===== config.mk =====
export PLATFORM = sky130hd
export DESIGN_NAME = lrs_cell
export DESIGN_NICKNAME = d
export VERILOG_FILES = /design/src/rtl/lrs_pkg.sv /design/src/rtl/lrs_cell.sv
export SDC_FILE = /design/constraint.sdc
export NUM_CORES = 1
export LEC_CHECK = 0
export BUFFER_PORTS_ARGS = -buffer_cell sky130_fd_sc_hd__buf_2
export CORE_MARGIN = 1.5
export CORE_UTILIZATION = 40
export CTS_BUF_LIST = sky130_fd_sc_hd__clkbuf_4
export DETAILED_ROUTE_END_ITERATION = 8
export PLACE_DENSITY = 0.89
export SYNTH_ARGS = -nofsm -noshare
export SYNTH_HDL_FRONTEND = slang
export SYNTH_SLANG_ARGS = --single-unit

===== constraint.sdc =====
create_clock -name clk_i -period 3.3 [get_ports clk_i]
set_input_delay 0.66 -clock clk_i [delete_from_list [all_inputs] [get_ports clk_i]]
set_output_delay 0.66 -clock clk_i [all_outputs]
set_load 0.05 [all_outputs]

===== src/rtl/lrs_pkg.sv =====
// ---------------------------------------------------------------------------
// lrs_pkg - shared types and constants of the LRU recency stack
// Codes, cell link structs and controller state for the cell row.
// ---------------------------------------------------------------------------
package lrs_pkg;

  localparam int unsigned LRS_DEPTH  = 64;
  localparam int unsigned LRS_DATA_W = 32;
  localparam int unsigned LRS_OP_W   = 2;
  localparam int unsigned LRS_STAT_W = 3;
  localparam int unsigned LRS_OCC_W  = 7;
  localparam int unsigned LRS_CFG_W  = 7;

  localparam logic [LRS_CFG_W-1:0] LRS_MAX_SIZE_RST = 7'd64;

  // opcodes
  localparam logic [LRS_OP_W-1:0] OP_PUSH   = 2'd0;
  localparam logic [LRS_OP_W-1:0] OP_POP    = 2'd1;
  localparam logic [LRS_OP_W-1:0] OP_REMOVE = 2'd2;
  localparam logic [LRS_OP_W-1:0] OP_LOOKUP = 2'd3;

  // result status codes
  localparam logic [LRS_STAT_W-1:0] STAT_OK        = 3'd0;
  localparam logic [LRS_STAT_W-1:0] STAT_EMPTY     = 3'd1;
  localparam logic [LRS_STAT_W-1:0] STAT_NOT_FOUND = 3'd2;
  localparam logic [LRS_STAT_W-1:0] STAT_ON_TOP    = 3'd3;
  localparam logic [LRS_STAT_W-1:0] STAT_FULL      = 3'd4;

  typedef enum logic [1:0] {
    ST_IDLE,
    ST_SCAN,
    ST_APPLY
  } lrs_state_e;

  // commands broadcast to every cell
  typedef struct packed {
    logic cmp;        // compare value against entry, seed scan flags
    logic scan;       // one doubling step of the suffix OR
    logic load;       // push into the first free cell
    logic shift_all;  // every cell takes its upper neighbor (pop)
    logic shift_rm;   // cells at or above the match take their upper neighbor
  } lrs_ctrl_t;

  // content handed from a cell to the one below
  typedef struct packed {
    logic                  valid;
    logic [LRS_DATA_W-1:0] entry;
  } lrs_link_t;

  // scan flags: s = a match at or above, t = the top entry matches at or above
  typedef struct packed {
    logic s;
    logic t;
  } lrs_scan_t;

endpackage


===== src/rtl/lrs_cell.sv =====
// ---------------------------------------------------------------------------
// lrs_cell - one position of the recency stack
// Holds an entry with its valid bit and the match flags of the current scan.
// ---------------------------------------------------------------------------
module lrs_cell (
  input  logic                              clk_i,
  input  logic                              rst_ni,
  input  lrs_pkg::lrs_ctrl_t                ctrl_i,
  input  logic [lrs_pkg::LRS_DATA_W-1:0]    value_i,
  input  lrs_pkg::lrs_link_t                up_link_i,
  input  lrs_pkg::lrs_scan_t                up_scan_i,
  input  lrs_pkg::lrs_scan_t                far_i,
  input  logic                              below_valid_i,
  output lrs_pkg::lrs_link_t                link_o,
  output lrs_pkg::lrs_scan_t                scan_o
);

  logic [lrs_pkg::LRS_DATA_W-1:0] entry_q, entry_d;
  logic                           valid_q, valid_d;
  lrs_pkg::lrs_scan_t             scan_q, scan_d;
  logic                           match;
  logic                           is_top;
  logic                           take_up;
  logic                           load;

  always_comb begin
    match   = valid_q && (entry_q == value_i);
    is_top  = valid_q && !up_link_i.valid;
    // close the gap: on a remove, only cells with no match above them move
    take_up = ctrl_i.shift_all || (ctrl_i.shift_rm && !up_scan_i.s);
    load    = ctrl_i.load && !valid_q && below_valid_i;

    entry_d = entry_q;
    valid_d = valid_q;
    if (take_up) begin
      entry_d = up_link_i.entry;
      valid_d = up_link_i.valid;
    end else if (load) begin
      entry_d = value_i;
      valid_d = 1'b1;
    end

    scan_d = scan_q;
    if (ctrl_i.cmp) begin
      scan_d.s = match;
      scan_d.t = match && is_top;
    end else if (ctrl_i.scan) begin
      scan_d.s = scan_q.s | far_i.s;
      scan_d.t = scan_q.t | far_i.t;
    end
  end

  always_ff @(posedge clk_i or negedge rst_ni) begin
    if (!rst_ni) begin
      valid_q <= 1'b0;
      scan_q  <= '0;
    end else begin
      valid_q <= valid_d;
      scan_q  <= scan_d;
    end
  end

  always_ff @(posedge clk_i) begin
    entry_q <= entry_d;
  end

  assign link_o.valid = valid_q;
  assign link_o.entry = entry_q;
  assign scan_o       = scan_q;

endmodule


# Word level (Yosys, flattened, before mapping)
# Index checks and enable logic that the tools add are counted.
totals:
  reg_bits: 35
  out_inout_bits: 35
op_classes:
  muxes: 6
  eq_ne: 1
  n_reduce_logical: 12
  bitwise: 2
op_table:
  columns: ["operator", "count"]
  rows:
  - ["32-bit two-way mux", 2]
  - ["32-bit equality test", 1]
  - ["1-bit logical AND", 6]
  - ["2-bit two-way mux", 2]
  - ["2-bit nonzero test", 2]
  - ["1-bit zero test", 3]
  - ["1-bit two-way mux", 2]
  - ["1-bit OR", 2]
  - ["1-bit logical OR", 1]

# Depth between registers and ports, before layout
depth:
  word_depth: 5
  depth_mapped: 5
  ltp_nobuf: 5

# Least setup slack after synthesis
# OpenSTA, ideal clock, no wires.
synth_path:
  path_kind: "input port to flip-flop"
  from: "input port below_valid_i"
  to: "register entry_q[0] in the netlist's numbering, enable pin"
  arrival_time_ns: 3.034
  path_buffers: 0
  setup_slack_ns: -0.202
  stages: 2
  setup_time_ns: 0.468
  required_ns: 2.832
  path_cell_list: "nand2_1 o21ai_0"
synth_between:
  elab_chain_cells: 2
synth_rtl:
  columns: ["element", "line_no", "source"]
  rows:
  - ["start, declared", "lrs_cell.sv:13", "input logic below_valid_i,"]
  - ["1-bit logical AND", "lrs_cell.sv:31", "load = ctrl_i.load && !valid_q && below_valid_i;"]
  - ["2-bit nonzero test (no line)", null, null]
  - ["end signal, assigned", "lrs_cell.sv:64", "entry_q <= entry_d;"]
  - ["end, declared", "lrs_cell.sv:18", "logic [lrs_pkg::LRS_DATA_W-1:0] entry_q, entry_d;"]
# No other way between the ends.
# A chain may end at the register's enable or synchronous reset.

# Worst setup path in the final report
layout_path:
  from: "register entry_q[12] in the netlist's numbering"
  to: "register scan_q (netlist bit scan_o[1])"
layout_between:
  elab_chain_cells: 3
layout_rtl:
  columns: ["element", "line_no", "source"]
  rows:
  - ["32-bit equality test", "lrs_cell.sv:27", "match = valid_q && (entry_q == value_i);"]
  - ["1-bit logical AND", "lrs_cell.sv:27", null]
  - ["2-bit two-way mux", "lrs_cell.sv:44", "if (ctrl_i.cmp) begin"]
  - ["end signal, assigned", "lrs_cell.sv:59", "scan_q <= scan_d;"]
  - ["end, declared", "lrs_cell.sv:20", "lrs_pkg::lrs_scan_t scan_q, scan_d;"]
# No other way between the ends.

==> metrics.txt <==
Vias 1471; clock root buffer clkbuf_4; worst hold path class in2async; Slew Viols, Final 0; compound-cell area share of the yosys netlist 2.519%; row count 24; First DRT Iteration DRCs 74; Final nets 318; status complete, no violations; P_leak 1.090 nW; GP Congestion 0.7380; skew final 0.007075 ns; Final period util 53.40%; Die Y-Extent 70.79 µm; die area 0.005011 mm²; Post-CTS Setup Inserts 0; Synth async-reset ratio 8.571%; largest net degree at the start of global routing 34; initial core utilization 41.92%; Max Cap Viol 0; CTS Buf Count 5; CP endpoint kind flip-flop; Setup Viol. Count Final 0; first-pass GRT wire length 6775 µm; Synth cell types 20; Synth Cell Area 0.001838 mm²; # hold bufs at CTS 0; Via density 5.003; fin crit period 1.762 ns; Port Buf Inserts 110; post-layout util 57.51%; register clock-pin slew on the reported worst setup and hold paths 0.11 ns; core area 0.004384 mm²; PD cells 460.7 mW/mm²; Worst Path Required 3.58 ns; WHS 0.09829 ns; drt wl/cell 15.02 µm; H-tree Lvls 2; Post-Synth Adder-Cell Area 0%; Max Freq 567.5 MHz; PostCTS Resize Cnt 0; flops & latches, synth 35; register area share after synthesis 56.36%; Tightest Pin Transition 1.059 ns; Syn-to-layout area delta 37.17%; Syn Area/Cell 14.59 µm²; clock tree sinks 35; simple-gate area share of the yosys netlist 4.833%; setup_tns 0 ns; setup repair after global routing missed its margin no; layout cells sized above 1 62.81%; Reg2Reg Depth 5; post-synthesis mux area share 19.61%; largest family of logic cells by synthesized area multiplexers; Mapped Cells 126; CP Launch Type flip-flop; CTS tree done; Worst-Skew Late Latency 0.34 ns; vias in the first global route 1583; Max Fanout on Critical Path 2; antenna violations before repair 0; ys flop type edfxtp_1; Post-synth EDFFs 32; Rel. slew slack 29.13%; WP data arrival 2.04 ns; XOR/XNOR share of the synthesized area 15.25%; DR pass1 iterations 4; post-route ant nets 0; worst vdd ir 0.0002887 V; syn_nets 203; ant diodes 0; Hold Fails Final Rpt 0; All-Layer GR Usage 17.72%; crit path kind reg2reg; DRC Markers 0; Die X 70.79 µm; CTS max path bufs 2; synth warn 0; grt total ovfl 0; I/O pin total 112; WL final 4415 µm
sequential cells by signal, summed over array words and instances (netlist names):
| name | flops |
|---|---|
| entry_q | 32 |
| scan_o | 2 |
| valid_q | 1 |
final cells by class:
| type | instances | area [µm²] |
|---|---|---|
| repair buffers | 112 | 565.5 |
| clock buffers | 6 | 45.04 |
| well taps | 52 | 65.06 |
| clock inverters | 2 | 7.507 |
| fillers | 357 | 1863 |
| inverters | 1 | 3.754 |
| flip-flops and latches | 35 | 1036 |
| multi-input cells | 86 | 798.3 |
power breakdown:
group	internal [W]	leakage, nW	switching [W]
clock network	0.0000872	0.0307	0.000146
logic	0.000127	0.701	0.000235
registers	0.000538	0.359	0.0000283
total	0.000752	1.09	0.000409
layer usage:
layer	part of all wire [%]	track usage, %
met1	37	18.47
met2	52	31.26
met3	8.8	7.407
met4	1.8	7.547
met5	0	0
cell usage in the layout (no fill, tap or decap):
cell type  count
dfrtp_1        3
buf_4          2
o22a_1         1
or4_1          1
o31a_1         1
nand4_1        4
o32ai_1        1
buf_2        110
a21oi_4        1
o32a_1         1
o21ai_4        1
clkbuf_4       6
mux2_2        32
inv_1          1
nor2_1         3
nand3_1        2
xor2_1        16
edfxtp_1      32
xnor2_1       16
clkinv_1       2
nor4_1         5
nand2_1        1
critical path, cell delays in order (launching register included):
cell and delay (ns):
edfxtp_1 0.42, xnor2_1 0.20, nand4_1 0.11, or4_1 0.55
o32ai_1 0.24, o31a_1 0.18
synthesized netlist by cell type, types with 2 or more instances:
master | instances | area (µm²)
xor2_1 | 16 | 140.1
buf_2 | 3 | 15.01
nor4_1 | 5 | 31.28
nand3_1 | 2 | 10.01
nand4_1 | 4 | 25.02
mux2_2 | 32 | 360.4
xnor2_1 | 16 | 140.1
dfrtp_1 | 3 | 75.07
nor2_1 | 3 | 11.26
edfxtp_1 | 32 | 960.9
stage by stage:
step	instances	area, µm²	total power (W)	worst slack, ns
finish	294	2521	0.001161	1.538
global placement	286	2469	0.0009303	1.180
floorplan	126	1838	0.0008230	0.6820
global route	294	2521	0.001213	1.342
CTS	294	2521	0.001177	1.490
detailed placement	286	2469	0.0009399	1.168
path summary, 6_finish.rpt:
path,to,slack [ns],startpoint
setup / recovery,scan_o[1],1.54,entry_q[12]
hold / removal,scan_o[0],0.1,rst_ni
setup reg to reg,scan_o[1],1.54,entry_q[12]
hold reg to reg,scan_o[1],0.57,scan_o[1]
max in group asynchronous,valid_q,3.09,rst_ni
min in group clk_i,valid_q,0.57,up_link_i[32]
logic make-up after synthesis:
kind of cell,count (synthesis)
flops,35
simple gates,16
mux,32
buf+inv,5
compound gates,6
xor+xnor,32
Power figures use the tool's default switching activity.
